**src/hdl/crfr_pkg.sv**
```systemverilog
// ----------------------------------------------------------------------------
// crfr_pkg
// Shared widths, codes and control types of the CAN receive frame router.
// ----------------------------------------------------------------------------
package crfr_pkg;

	localparam int ID_W       = 11;
	localparam int SLOT_W     = 3;
	localparam int MODE_W     = 3;
	localparam int DLC_W      = 4;
	localparam int DATA_W     = 64;
	localparam int MASK_W     = 8;
	localparam int LEN_W      = 4;
	localparam int DISP_W     = 3;
	localparam int FRAMES_W   = 32;
	localparam int DISTINCT_W = 6;

	localparam int IN_DATA_W  = 104;
	localparam int IN_USER_W  = 5;
	localparam int OUT_DATA_W = 120;
	localparam int OUT_USER_W = 3;
	localparam int OUT_PAD_W  = OUT_DATA_W - MASK_W - LEN_W - DATA_W - FRAMES_W - DISTINCT_W;

	localparam logic [DLC_W-1:0] MAX_DATA_BYTES = 4'd8;

	localparam int DEF_LISTENER_SLOTS = 8;
	localparam int DEF_IDS_PER_SLOT   = 16;
	localparam int DEF_DIAG_ID_DEPTH  = 32;

	localparam logic [MODE_W-1:0] MODE_FRAME   = 3'd0;
	localparam logic [MODE_W-1:0] MODE_SET     = 3'd1;
	localparam logic [MODE_W-1:0] MODE_APPEND  = 3'd2;
	localparam logic [MODE_W-1:0] MODE_DISABLE = 3'd3;
	localparam logic [MODE_W-1:0] MODE_CLEAR   = 3'd4;

	localparam logic [DISP_W-1:0] DISP_DROPPED   = 3'd0;
	localparam logic [DISP_W-1:0] DISP_DIAG      = 3'd1;
	localparam logic [DISP_W-1:0] DISP_LISTENERS = 3'd2;
	localparam logic [DISP_W-1:0] DISP_QUEUE     = 3'd3;
	localparam logic [DISP_W-1:0] DISP_DONE      = 3'd4;
	localparam logic [DISP_W-1:0] DISP_REJECT    = 3'd5;

	typedef struct packed {
		logic              op_set;
		logic              op_append;
		logic              op_disable;
		logic              start;
		logic              cmp_en;
		logic [SLOT_W-1:0] slot;
		logic [ID_W-1:0]   id;
		logic [ID_W-1:0]   lo;
		logic [ID_W-1:0]   hi;
	} cell_ctl_t;

endpackage

```
**src/hdl/crfr_ram.sv**
```systemverilog
// ----------------------------------------------------------------------------
// crfr_ram
// Single-port RAM with registered read data.
// ----------------------------------------------------------------------------
module crfr_ram #(
	parameter int WIDTH = 11,
	parameter int DEPTH = 16,
	localparam int AW = (DEPTH > 1) ? $clog2(DEPTH) : 1
) (
	input  logic             clk,
	input  logic             we,
	input  logic [AW-1:0]    addr,
	input  logic [WIDTH-1:0] wdata,
	output logic [WIDTH-1:0] rdata
);

	logic [WIDTH-1:0] mem_q [DEPTH];
	logic [WIDTH-1:0] rdata_q;

	always_ff @(posedge clk) begin
		if (we) begin
			mem_q[addr] <= wdata;
		end
		rdata_q <= mem_q[addr];
	end

	assign rdata = rdata_q;

endmodule

```
**src/hdl/crfr_cell.sv**
```systemverilog
// ----------------------------------------------------------------------------
// crfr_cell
// One listener slot: range, enable, ID list, and one link of the match chain.
// ----------------------------------------------------------------------------
module crfr_cell import crfr_pkg::*; #(
	parameter int IDX          = 0,
	parameter int IDS_PER_SLOT = DEF_IDS_PER_SLOT,
	localparam int AW = (IDS_PER_SLOT > 1) ? $clog2(IDS_PER_SLOT) : 1
) (
	input  logic              clk,
	input  logic              arst_n,
	input  cell_ctl_t         ctl,
	input  logic [AW-1:0]     rd_addr,
	input  logic [MASK_W-1:0] mask_in,
	input  logic              any_in,
	output logic [MASK_W-1:0] mask_out,
	output logic              any_out,
	output logic              append_ok
);

	localparam int CW    = $clog2(IDS_PER_SLOT + 1);
	localparam int CMP_W = AW + CW;

	logic              en_q;
	logic [ID_W-1:0]   lo_q;
	logic [ID_W-1:0]   hi_q;
	logic [CW-1:0]     cnt_q;
	logic              rng_ok_q;
	logic              empty_q;
	logic              hit_q;
	logic [AW-1:0]     rd_addr_s1;
	logic [MASK_W-1:0] mask_q;
	logic              any_q;

	logic              sel;
	logic              not_full;
	logic              ram_we;
	logic [AW-1:0]     ram_addr;
	logic [ID_W-1:0]   ram_rdata;
	logic              match;
	logic [MASK_W-1:0] own_mask;

	assign sel       = (32'(ctl.slot) == IDX);
	assign not_full  = (cnt_q < CW'(IDS_PER_SLOT));
	assign append_ok = sel && en_q && not_full;
	assign ram_we    = ctl.op_append && append_ok;
	assign ram_addr  = ram_we ? cnt_q[AW-1:0] : rd_addr;
	assign match     = rng_ok_q && (empty_q || hit_q);
	assign own_mask  = (IDX < MASK_W) ? (MASK_W'(1) << IDX) : '0;

	crfr_ram #(
		.WIDTH (ID_W),
		.DEPTH (IDS_PER_SLOT)
	) u_list (
		.clk   (clk),
		.we    (ram_we),
		.addr  (ram_addr),
		.wdata (ctl.id),
		.rdata (ram_rdata)
	);

	always_ff @(posedge clk or negedge arst_n) begin
		if (!arst_n) begin
			en_q       <= 1'b0;
			lo_q       <= '0;
			hi_q       <= '0;
			cnt_q      <= '0;
			rng_ok_q   <= 1'b0;
			empty_q    <= 1'b0;
			hit_q      <= 1'b0;
			rd_addr_s1 <= '0;
			mask_q     <= '0;
			any_q      <= 1'b0;
		end else begin
			rd_addr_s1 <= rd_addr;
			mask_q     <= mask_in | (match ? own_mask : '0);
			any_q      <= any_in | match;
			if (ctl.op_set && sel) begin
				en_q  <= 1'b1;
				lo_q  <= ctl.lo;
				hi_q  <= ctl.hi;
				cnt_q <= '0;
			end
			if (ctl.op_disable && sel) begin
				en_q  <= 1'b0;
				cnt_q <= '0;
			end
			if (ram_we) begin
				cnt_q <= cnt_q + CW'(1);
			end
			if (ctl.start) begin
				rng_ok_q <= en_q && (ctl.id >= lo_q) && (ctl.id <= hi_q);
				empty_q  <= (cnt_q == '0);
				hit_q    <= 1'b0;
			end else if (ctl.cmp_en && (CMP_W'(rd_addr_s1) < CMP_W'(cnt_q))
					&& (ram_rdata == ctl.id)) begin
				hit_q <= 1'b1;
			end
		end
	end

	assign mask_out = mask_q;
	assign any_out  = any_q;

endmodule

```
**src/hdl/crfr_diag.sv**
```systemverilog
// ----------------------------------------------------------------------------
// crfr_diag
// Diagnostic tap: frame counter and bounded store of distinct IDs.
// ----------------------------------------------------------------------------
module crfr_diag import crfr_pkg::*; #(
	parameter int DIAG_ID_DEPTH = DEF_DIAG_ID_DEPTH
) (
	input  logic                  clk,
	input  logic                  arst_n,
	input  logic                  clear,
	input  logic                  start,
	input  logic [ID_W-1:0]       id,
	output logic                  done,
	output logic [FRAMES_W-1:0]   frames,
	output logic [DISTINCT_W-1:0] distinct
);

	localparam int AW    = (DIAG_ID_DEPTH > 1) ? $clog2(DIAG_ID_DEPTH) : 1;
	localparam int CW    = $clog2(DIAG_ID_DEPTH + 1);
	localparam int CMP_W = AW + CW;

	typedef enum logic [1:0] {
		D_IDLE,
		D_WALK,
		D_DRAIN,
		D_UPDATE
	} dstate_t;

	dstate_t             state_q;
	logic [FRAMES_W-1:0] frames_q;
	logic [CW-1:0]       count_q;
	logic [AW-1:0]       walk_q;
	logic [AW-1:0]       rd_addr_s1;
	logic                rd_en_s1;
	logic                found_q;
	logic [ID_W-1:0]     id_q;
	logic                done_q;

	logic                ram_we;
	logic [AW-1:0]       ram_addr;
	logic [ID_W-1:0]     ram_rdata;

	assign ram_we   = (state_q == D_UPDATE) && !found_q && (count_q < CW'(DIAG_ID_DEPTH));
	assign ram_addr = ram_we ? count_q[AW-1:0] : walk_q;

	crfr_ram #(
		.WIDTH (ID_W),
		.DEPTH (DIAG_ID_DEPTH)
	) u_store (
		.clk   (clk),
		.we    (ram_we),
		.addr  (ram_addr),
		.wdata (id_q),
		.rdata (ram_rdata)
	);

	always_ff @(posedge clk or negedge arst_n) begin
		if (!arst_n) begin
			state_q    <= D_IDLE;
			frames_q   <= '0;
			count_q    <= '0;
			walk_q     <= '0;
			rd_addr_s1 <= '0;
			rd_en_s1   <= 1'b0;
			found_q    <= 1'b0;
			id_q       <= '0;
			done_q     <= 1'b0;
		end else begin
			rd_addr_s1 <= walk_q;
			rd_en_s1   <= (state_q == D_WALK);
			done_q     <= 1'b0;
			if (rd_en_s1 && (CMP_W'(rd_addr_s1) < CMP_W'(count_q)) && (ram_rdata == id_q)) begin
				found_q <= 1'b1;
			end
			case (state_q)
				D_IDLE: begin
					if (clear) begin
						frames_q <= '0;
						count_q  <= '0;
					end else if (start) begin
						frames_q <= frames_q + FRAMES_W'(1);
						id_q     <= id;
						found_q  <= 1'b0;
						walk_q   <= '0;
						state_q  <= D_WALK;
					end
				end
				D_WALK: begin
					if (walk_q == AW'(DIAG_ID_DEPTH - 1)) begin
						state_q <= D_DRAIN;
					end else begin
						walk_q <= walk_q + AW'(1);
					end
				end
				D_DRAIN: begin
					state_q <= D_UPDATE;
				end
				D_UPDATE: begin
					if (ram_we) begin
						count_q <= count_q + CW'(1);
					end
					done_q  <= 1'b1;
					state_q <= D_IDLE;
				end
				default: begin
					state_q <= D_IDLE;
				end
			endcase
		end
	end

	assign done     = done_q;
	assign frames   = frames_q;
	assign distinct = DISTINCT_W'(count_q);

endmodule

```
**src/hdl/can_rx_frame_router_top.sv**
```systemverilog
// ----------------------------------------------------------------------------
// can_rx_frame_router_top
// Acceptance filter and router for received standard CAN frames.
// ----------------------------------------------------------------------------
// Input stream s_*: one item per frame or table command, mode and frame flags
// in s_tuser. Output stream m_*: exactly one result item per input item, the
// disposition in m_tuser. cfg_wr_en/cfg_wr_data write the diagnostic mode bit;
// the user must use them only while the block is idle; the block does not
// enforce it. One item is handled at a time. Table commands and dropped frames
// go from decode to the finish state and the output register. A routed frame
// walks every slot's ID list in parallel, one list entry per cycle, then
// passes the match mask down the row of slot cells one cell per cycle. A frame
// in diagnostic mode walks the distinct-ID store one entry per cycle.
// The result sits in an output register; the next item is accepted while it
// waits. If the receiver stalls, the following result holds in the block
// until the output register frees up, and no new item is accepted meanwhile.
// Reset disables all slots, clears the diagnostic counters and the mode bit.
// ----------------------------------------------------------------------------
module can_rx_frame_router_top import crfr_pkg::*; #(
	parameter int LISTENER_SLOTS = DEF_LISTENER_SLOTS,
	parameter int IDS_PER_SLOT   = DEF_IDS_PER_SLOT,
	parameter int DIAG_ID_DEPTH  = DEF_DIAG_ID_DEPTH
) (
	input  logic                  clk,
	input  logic                  arst_n,
	input  logic                  cfg_wr_en,
	input  logic                  cfg_wr_data,
	input  logic                  s_tvalid,
	output logic                  s_tready,
	// can_id[10:0], dlc[14:11], payload[78:15], slot[81:79],
	// range_low[92:82], range_high[103:93]
	input  logic [IN_DATA_W-1:0]  s_tdata,
	// mode[2:0], is_extended[3], is_remote[4]
	input  logic [IN_USER_W-1:0]  s_tuser,
	output logic                  m_tvalid,
	input  logic                  m_tready,
	// listener_mask[7:0], length[11:8], payload_out[75:12],
	// diag_frames[107:76], diag_distinct[113:108], zero[119:114]
	output logic [OUT_DATA_W-1:0] m_tdata,
	// disposition[2:0]
	output logic [OUT_USER_W-1:0] m_tuser
);

	localparam int AW  = (IDS_PER_SLOT > 1) ? $clog2(IDS_PER_SLOT) : 1;
	localparam int CHW = $clog2(LISTENER_SLOTS + 1);

	typedef enum logic [2:0] {
		ST_IDLE,
		ST_DECODE,
		ST_WALK,
		ST_DRAIN,
		ST_CHAIN,
		ST_DIAG,
		ST_FINISH
	} state_t;

	state_t                  state_q;
	logic                    diag_mode_q;
	logic [MODE_W-1:0]       mode_q;
	logic [ID_W-1:0]         id_q;
	logic                    ext_q;
	logic                    rtr_q;
	logic [DLC_W-1:0]        dlc_q;
	logic [DATA_W-1:0]       pay_q;
	logic [SLOT_W-1:0]       slot_q;
	logic [ID_W-1:0]         lo_q;
	logic [ID_W-1:0]         hi_q;
	logic [AW-1:0]           walk_q;
	logic                    rd_en_s1;
	logic [CHW-1:0]          chain_q;
	logic [DISP_W-1:0]       res_disp_q;
	logic [MASK_W-1:0]       res_mask_q;
	logic [LEN_W-1:0]        res_len_q;
	logic [DATA_W-1:0]       res_pay_q;
	logic                    m_tvalid_q;
	logic [OUT_DATA_W-1:0]   m_tdata_q;
	logic [OUT_USER_W-1:0]   m_tuser_q;

	cell_ctl_t               ctl;
	logic [MASK_W-1:0]       mask_w [LISTENER_SLOTS+1];
	logic                    any_w  [LISTENER_SLOTS+1];
	logic [LISTENER_SLOTS-1:0] append_ok_w;
	logic                    frame_ok;
	logic                    slot_ok;
	logic                    decode;
	logic                    diag_done;
	logic [FRAMES_W-1:0]     diag_frames;
	logic [DISTINCT_W-1:0]   diag_distinct;
	logic [LEN_W-1:0]        clamped_len;

	assign frame_ok    = !ext_q && !rtr_q;
	assign slot_ok     = (32'(slot_q) < LISTENER_SLOTS);
	assign decode      = (state_q == ST_DECODE);
	assign clamped_len = (dlc_q > MAX_DATA_BYTES) ? MAX_DATA_BYTES : dlc_q;

	always_comb begin
		ctl.op_set     = decode && (mode_q == MODE_SET);
		ctl.op_append  = decode && (mode_q == MODE_APPEND);
		ctl.op_disable = decode && (mode_q == MODE_DISABLE);
		ctl.start      = decode && (mode_q == MODE_FRAME) && frame_ok && !diag_mode_q;
		ctl.cmp_en     = rd_en_s1;
		ctl.slot       = slot_q;
		ctl.id         = id_q;
		ctl.lo         = lo_q;
		ctl.hi         = hi_q;
	end

	assign mask_w[0] = '0;
	assign any_w[0]  = 1'b0;

	for (genvar i = 0; i < LISTENER_SLOTS; i++) begin : g_cell
		crfr_cell #(
			.IDX          (i),
			.IDS_PER_SLOT (IDS_PER_SLOT)
		) u_cell (
			.clk       (clk),
			.arst_n    (arst_n),
			.ctl       (ctl),
			.rd_addr   (walk_q),
			.mask_in   (mask_w[i]),
			.any_in    (any_w[i]),
			.mask_out  (mask_w[i+1]),
			.any_out   (any_w[i+1]),
			.append_ok (append_ok_w[i])
		);
	end

	crfr_diag #(
		.DIAG_ID_DEPTH (DIAG_ID_DEPTH)
	) u_diag (
		.clk      (clk),
		.arst_n   (arst_n),
		.clear    (decode && (mode_q == MODE_CLEAR)),
		.start    (decode && (mode_q == MODE_FRAME) && frame_ok && diag_mode_q),
		.id       (id_q),
		.done     (diag_done),
		.frames   (diag_frames),
		.distinct (diag_distinct)
	);

	always_ff @(posedge clk or negedge arst_n) begin
		if (!arst_n) begin
			state_q     <= ST_IDLE;
			diag_mode_q <= 1'b0;
			mode_q      <= '0;
			id_q        <= '0;
			ext_q       <= 1'b0;
			rtr_q       <= 1'b0;
			dlc_q       <= '0;
			pay_q       <= '0;
			slot_q      <= '0;
			lo_q        <= '0;
			hi_q        <= '0;
			walk_q      <= '0;
			rd_en_s1    <= 1'b0;
			chain_q     <= '0;
			res_disp_q  <= '0;
			res_mask_q  <= '0;
			res_len_q   <= '0;
			res_pay_q   <= '0;
			m_tvalid_q  <= 1'b0;
			m_tdata_q   <= '0;
			m_tuser_q   <= '0;
		end else begin
			if (cfg_wr_en) begin
				diag_mode_q <= cfg_wr_data;
			end
			if (m_tready) begin
				m_tvalid_q <= 1'b0;
			end
			rd_en_s1 <= (state_q == ST_WALK);
			case (state_q)
				ST_IDLE: begin
					if (s_tvalid) begin
						mode_q  <= s_tuser[2:0];
						ext_q   <= s_tuser[3];
						rtr_q   <= s_tuser[4];
						id_q    <= s_tdata[10:0];
						dlc_q   <= s_tdata[14:11];
						pay_q   <= s_tdata[78:15];
						slot_q  <= s_tdata[81:79];
						lo_q    <= s_tdata[92:82];
						hi_q    <= s_tdata[103:93];
						state_q <= ST_DECODE;
					end
				end
				ST_DECODE: begin
					res_mask_q <= '0;
					res_len_q  <= '0;
					res_pay_q  <= '0;
					res_disp_q <= DISP_REJECT;
					state_q    <= ST_FINISH;
					case (mode_q)
						MODE_FRAME: begin
							if (!frame_ok) begin
								res_disp_q <= DISP_DROPPED;
							end else begin
								res_len_q <= clamped_len;
								res_pay_q <= pay_q;
								if (diag_mode_q) begin
									state_q <= ST_DIAG;
								end else begin
									walk_q  <= '0;
									state_q <= ST_WALK;
								end
							end
						end
						MODE_SET, MODE_DISABLE: begin
							res_disp_q <= slot_ok ? DISP_DONE : DISP_REJECT;
						end
						MODE_APPEND: begin
							res_disp_q <= (slot_ok && (|append_ok_w)) ? DISP_DONE : DISP_REJECT;
						end
						MODE_CLEAR: begin
							res_disp_q <= DISP_DONE;
						end
						default: begin
							res_disp_q <= DISP_REJECT;
						end
					endcase
				end
				ST_WALK: begin
					if (walk_q == AW'(IDS_PER_SLOT - 1)) begin
						state_q <= ST_DRAIN;
					end else begin
						walk_q <= walk_q + AW'(1);
					end
				end
				ST_DRAIN: begin
					chain_q <= '0;
					state_q <= ST_CHAIN;
				end
				ST_CHAIN: begin
					if (chain_q == CHW'(LISTENER_SLOTS)) begin
						res_mask_q <= mask_w[LISTENER_SLOTS];
						res_disp_q <= any_w[LISTENER_SLOTS] ? DISP_LISTENERS : DISP_QUEUE;
						state_q    <= ST_FINISH;
					end else begin
						chain_q <= chain_q + CHW'(1);
					end
				end
				ST_DIAG: begin
					if (diag_done) begin
						res_disp_q <= DISP_DIAG;
						state_q    <= ST_FINISH;
					end
				end
				ST_FINISH: begin
					if (!m_tvalid_q || m_tready) begin
						m_tvalid_q <= 1'b1;
						m_tdata_q  <= {OUT_PAD_W'(0), diag_distinct, diag_frames,
							res_pay_q, res_len_q, res_mask_q};
						m_tuser_q  <= res_disp_q;
						state_q    <= ST_IDLE;
					end
				end
				default: begin
					state_q <= ST_IDLE;
				end
			endcase
		end
	end

	assign s_tready = (state_q == ST_IDLE);
	assign m_tvalid = m_tvalid_q;
	assign m_tdata  = m_tdata_q;
	assign m_tuser  = m_tuser_q;

endmodule
```
**config.mk**
```make
export PLATFORM = sky130hd
export DESIGN_NAME = can_rx_frame_router_top
export DESIGN_NICKNAME = d
export VERILOG_FILES = /design/src/hdl/crfr_pkg.sv /design/src/hdl/crfr_ram.sv /design/src/hdl/crfr_cell.sv /design/src/hdl/crfr_diag.sv /design/src/hdl/can_rx_frame_router_top.sv
export SDC_FILE = /design/constraint.sdc
export NUM_CORES = 2
export LEC_CHECK = 0
export BUFFER_PORTS_ARGS = -buffer_cell sky130_fd_sc_hd__buf_2
export CORE_MARGIN = 1.5
export CORE_UTILIZATION = 47
export CTS_CLUSTER_DIAMETER = 100
export DETAILED_ROUTE_END_ITERATION = 8
export PLACE_DENSITY = 0.62
export SYNTH_ARGS = -nofsm -noshare
export SYNTH_HDL_FRONTEND = slang
export SYNTH_HIERARCHICAL = 1
export SYNTH_SLANG_ARGS = --single-unit
```
**constraint.sdc**
```tcl
create_clock -name clk -period 5.3 [get_ports clk]
set_input_delay 0.265 -clock clk [delete_from_list [all_inputs] [get_ports clk]]
set_output_delay 0.265 -clock clk [all_outputs]
set_load 0.02 [all_outputs]
```
Yosys cells after proc, flatten, opt, wreduce, memory -nomap -nowiden
Memory sizes are Yosys's and may differ from the RTL's. A register that Yosys moved wholly into a read port is not among the register bits.
Index checks and enable logic that the tools add are counted.
Operators by class
  add/subtract/negate cells: 13
  order comparisons: 35
  equality and inequality tests: 48
  multiplexer cells: 142
  bitwise operators: 15
  reductions and logical operators: 164
Operator list (count)
  $mux 5: 29
  $mux 64: 2
  $eq 11x11->1: 9
  $logic_and 1x1->1: 93
  $ge 11x11->1: 8
  $le 11x11->1: 8
  $mux 4: 17
  $mux 32: 2
  $mux 1: 61
  $or 8x8->8: 7
  $add 5x1->5 const B: 9
  $reduce_bool 2->1: 22
  $logic_not 5->1: 8
  $lt 4x5->1: 8
  $lt 5x5->1 const B: 8
  $mux 3: 12
  $add 32x1->32 const B: 1
  $reduce_bool 3->1: 9
  $eq 3x3->1 const B: 8
  $pmux 3 s7: 1
  $ne 2x2->1 const B: 10
  $eq 3x2->1 const B: 6
  $mux 6: 3
  $pmux 3 s3: 2
  31 further kinds: 74
Storage, ports and cells
  bits in registers: 707
  memory bits (writable): 1760
  word-level logic and storage cells: 529
  memories kept: 9
Memories
  u_diag.u_store.mem_q: words 32, width 11, read ports 1, clocked after memory_dff 1, wr ports 1, line crfr_ram.sv:17  | logic [WIDTH-1:0] mem_q [DEPTH];
  g_cell[0].u_cell.u_list.mem_q: words 16, width 11, read ports 1, clocked after memory_dff 1, wr ports 1, line crfr_ram.sv:17
  g_cell[1].u_cell.u_list.mem_q: words 16, width 11, read ports 1, clocked after memory_dff 1, wr ports 1, line crfr_ram.sv:17
  g_cell[2].u_cell.u_list.mem_q: words 16, width 11, read ports 1, clocked after memory_dff 1, wr ports 1, line crfr_ram.sv:17
  g_cell[3].u_cell.u_list.mem_q: words 16, width 11, read ports 1, clocked after memory_dff 1, wr ports 1, line crfr_ram.sv:17
  g_cell[4].u_cell.u_list.mem_q: words 16, width 11, read ports 1, clocked after memory_dff 1, wr ports 1, line crfr_ram.sv:17
  +3 memories

Logic depth before layout (Yosys ltp)
  depth after elaboration: 7
  depth in mapped cells: 15
  mapped depth without buffers: 9

Hierarchy
The synthesis kept the hierarchy.
By module, submodules not included
  crfr_ram at g_cell[0].u_cell.u_list ...: times used 8, cells an instance 307, area each 6984.2 µm², seq. area each 5505.3 µm²
  crfr_ram at u_diag.u_store: times used 1, cells an instance 766, area each 13899.6 µm², seq. area each 10790.3 µm²
  can_rx_frame_router_top: times used 1, cells an instance 931, area each 12446.9 µm², seq. area each 7982.7 µm²
  crfr_cell at g_cell[3].u_cell ...: times used 3, cells an instance 211, area each 2477.4 µm², seq. area each 1101.1 µm²
  crfr_cell at g_cell[1].u_cell ...: times used 3, cells an instance 232, area each 2338.5 µm², seq. area each 1101.1 µm²
  crfr_diag: times used 1, cells an instance 385, area each 3503.4 µm², seq. area each 1601.5 µm²
  crfr_cell at g_cell[7].u_cell: times used 1, cells an instance 211, area each 2466.1 µm², seq. area each 1101.1 µm²
  crfr_cell at g_cell[0].u_cell: times used 1, cells an instance 232, area each 2336.0 µm², seq. area each 1101.1 µm²

Worst setup path after synthesis
Ideal clock, no wire load.
  path kind: reg-to-reg
  start: register state_q[0] (netlist name)
  end: memory g_cell[0].u_cell.u_list.mem_q[0][0], enable pin
  setup time: 0.393 ns
  arrival time: 3.694 ns
  required time: 4.907 ns
  path slack: 1.213 ns
  cell stages (with the launch flop): 13
  buffers on the path: 4
  path through: dfrtp_1 buf_2 nand2b_1 nor2_1 buf_2 buf_2 and3_1 nand4b_1 buf_2 nand2_1 o21ai_0 or3b_2 nor3_1
RTL lines (line)
  end: declaration: crfr_ram.sv:17

==> summary.txt <==
Synthesis
  • Top cells by area, synth: edfxtp_1 (50%), dfrtp_1 (18%), mux4_2 (5.1%)
  • Number of synthesis warnings: 6
  • Syn_area_per_cell: 16.6 um^2
  • Dominant synthesized flop cell: edfxtp_1
  • Post-synthesis async set-or-reset flop share: 28.3%
  • Post-synth top area share: 50.3%
  • Adder-cell share of the synthesized area: 2.75%
  • Largest family of logic cells by synthesized area: multiplexers
  • Synth Area in Compound Gates: 5.11%
  • Top-count cell post-synth: edfxtp_1
  • Netlist cell types: 78
  • Cells after Synth: 6310
  • Synth top cells by count: edfxtp_1 (1760), dfrtp_1 (735), nand2_1 (495)
  • Yosys reg bits: 2594
  • Seq/Total Area, Yosys: 69.8%
  • Netlist Area Pre-Place: 105000 um^2
  • Simple-gate share of the synthesized area: 5.42%
  • Post-synthesis mux area share: 13.5%
  • Number of flops mapped to enable cells by yosys: 1760
  • XOR/XNOR Fraction of Synth Area: 0.918%
  • Cell taking the most area after synthesis: edfxtp_1

Pwr
  • Peak VDD IR: 0.000409 V
  • Final Power: 64.0 mW
  • Leakage: 44.7 nW
  • Pwr dens: 529 nW/um^2

Clocking
  • CTS tree: built
  • CTS clk-pin slew, worst paths: 0.06 ns
  • Total CTS buffers: 285
  • Clock sink total: 2594
  • CTS HTree Levels: 5
  • Clock tree buffer depth: 4
  • Clk root buf: clkbuf_16
  • Clock Latency Late Sink: 0.93 ns
  • Resize count post-CTS: 0

STA
  • Final-report setup violation count: 0
  • Clock skew: 0.0709 ns
  • Period utilization: 80.3%
  • Setup TNS: 0 ns
  • Hold Fails Final Rpt: 0
  • Fin crit period: 4.25 ns
  • F_max: 0.235 GHz
  • Slew HR: 23.4%
  • Slew Limit Fails: 0
  • RSZ-0062 raised after global routing: false
  • Worst-Margin Slew: 1.14 ns

Floorplan
  • Row cnt: 173
  • Ports: 240
  • Starting Density: 47.3%
  • Die area: 226000 um^2
  • Die Width: 476 um
  • Die H: 476 um
  • Core ar.: 222000 um^2

Global route
  • Total grt overflow: 0
  • Total Routing Usage GR: 21.4%
  • First-pass GRT wire length: 367000 um
  • Vias in the first global route: 58200
  • Pin count of the biggest net entering global routing: 144
  • Initial antenna violation count: 14

Min path
  • Worst hold path class: in2reg

Route
  • Initial DRC count: 5142
  • Drt pass-1 iters: 5
  • DR vias/cell: 5.67
  • Total routed wirelength: 244000 um
  • Remaining DRCs: 0
  • Antenna Nets Post-Route: 0
  • Via count: 57500
  • Post-DR wirelength/cell: 24.1 um

Critical path
  • Req. time, crit path: 5.81 ns
  • Critical-path top delay cell: o21ai_0
  • Crit path largest cell delay: 0.88 ns
  • CP delay by family, top: simple AND/OR/NAND/NOR gates
  • Crit Path Max Fanout: 20
  • Startpoint Class: flop
  • Critical path arrival: 4.77 ns
  • Worst Setup Path Type: reg2reg
  • Buf+Inv Stages, Crit Path: 1
  • Worst-path cell chain: nand2b_1 -> nor2_4 -> and3_1 -> buf_4 -> nand4b_4 -> o21ai_0 -> nand3b_1 -> nor2_1
  • Crit. End Element: flop

Run
  • Maxcap violations: 0

Final layout
  • Share of cells above drive strength 1: 21.7%
  • Area growth, synth to finish: 15.3%
  • Fin nets: 7288

Placed design
  • Post-DP HPWL: 148000 um
  • Gpl congestion: 0.840
  • IO buf count: 233

Outcome
  • Status: complete, no violations
==> metal layers <==
layer  up-vias  wire (um)  GRT usage (%)
met3       348      15200           3.42
li1      25600          -              -
met4         2       5160           5.79
met1     29700     109000           31.1
met5         -         13              0
met2      1793     114000           33.8
==> metrics by stage <==
stage          cells  util [%]  hold WS, ns  worst slack [ns]  instance area (um^2)
5_1_grt        10100      54.5       0.0628             0.668                121000
6_report       10100      54.5        0.106              1.05                121000
3_5_place_dp    9514      49.9        0.335              1.06                111000
4_1_cts        10100      54.5       0.0279              1.07                121000
2_1_floorplan   6324         -      -0.0306              1.21                105000
3_3_place_gp    9514      49.9        0.331              1.28                111000
==> report_power, final <==
group          internal (mW)  total, mW  switching, mW
logic                   7.01       16.7           9.71
registers               25.5       28.0           2.51
clock network           11.5       19.2           7.69
==> worst register-to-register path: cells and delay by family (launching register included) <==
family / cells / cell delay (ns)
buf+inv: 1 / 0.26
simple gates: 6 / 2.01
flops: 1 / 0.69
compound gates: 1 / 0.89
==> registers in the layout, indices dropped and copies added, names as in the netlist, 40 cells and up <==
name,cells
g_cell.u_cell/u_list/mem_q,1408
pay_q,64
g_cell.u_cell/hi_q,88
res_pay_q,64
m_tdata,114
g_cell.u_cell/mask_out,64
u_diag/u_store/mem_q,352
g_cell.u_cell/u_list/rdata,88
g_cell.u_cell/lo_q,88
g_cell.u_cell/cnt_q,40
==> final timing paths <==
| kind | start | to | slack [ns] | cells past startpoint |
|---|---|---|---|---|
| min in group asynchronous | arst_n | g_cell[6].u_cell/hi_q[0] | 0.40 | 3 |
| worst max-delay path | state_q[0] | g_cell[5].u_cell/u_list/mem_q[9][5] | 1.05 | 8 |
| max in group asynchronous | arst_n | g_cell[3].u_cell/empty_q | 3.74 | 4 |
| worst min-delay path | s_tdata[32] | pay_q[17] | 0.11 | 3 |
| worst max register to register | state_q[0] | g_cell[5].u_cell/u_list/mem_q[9][5] | 1.05 | 8 |
| worst min register to register | g_cell[1].u_cell/mask_out[5] | g_cell[2].u_cell/mask_out[5] | 0.30 | 0 |
==> cells by family (layout without fill, tap and decap cells) <==
family / after synthesis / in the layout
AOI/OAI and AO/OA: 841 / 841
DFF: 2594 / 2594
xor gates and xnor gates: 110 / 110
adders and majority gates: 231 / 231
muxes: 864 / 864
buffers and inverters: 528 / 1356
other: 1 / 25
and+or+nand+nor: 1141 / 1141
==> cells in the final DEF (no fill, tap or decap), types with 31 or more instances in the layout <==
cell type and count:
o22ai_1 100, buf_2 232, a21oi_1 97, dfrtp_1 724
clkbuf_1 67, nor3_1 58, nor2_1 182, mux2_4 80
buf_4 251, nand2_1 494, mux2i_1 176, a21o_1 49
clkbuf_16 294, inv_1 228, mux4_2 240, mux4_1 112
nand4_1 86, o21ai_0 253, dlygate4sd3_1 115, xnor2_1 108
clkinv_1 31, nand3_1 62, clkinv_2 36, nand2b_1 55
a22oi_1 176, ha_1 231, dfxtp_1 99, mux2_2 225
nor4_1 33, clkbuf_8 31, edfxtp_1 1760
==> what timing repair did <==
item                                   CTS  global route
endpoints found under the hold margin  215             0
buffers inserted                         0             0
hold buffers                           116             0
==> layout make-up <==
| class | instances | area (um^2) |
|---|---|---|
| Antenna cell | 10 | 25.0 |
| Clock buffer | 392 | 8040 |
| Clock inverter | 105 | 1040 |
| Fill cell | 17600 | 101000 |
| Inverter | 238 | 893 |
| Multi-Input combinational cell | 3202 | 29400 |
| Sequential cell | 2594 | 73300 |
| Tap cell | 2975 | 3720 |
| Timing Repair Buffer | 621 | 4660 |
No activity file was read; power rests on OpenSTA's default activity.
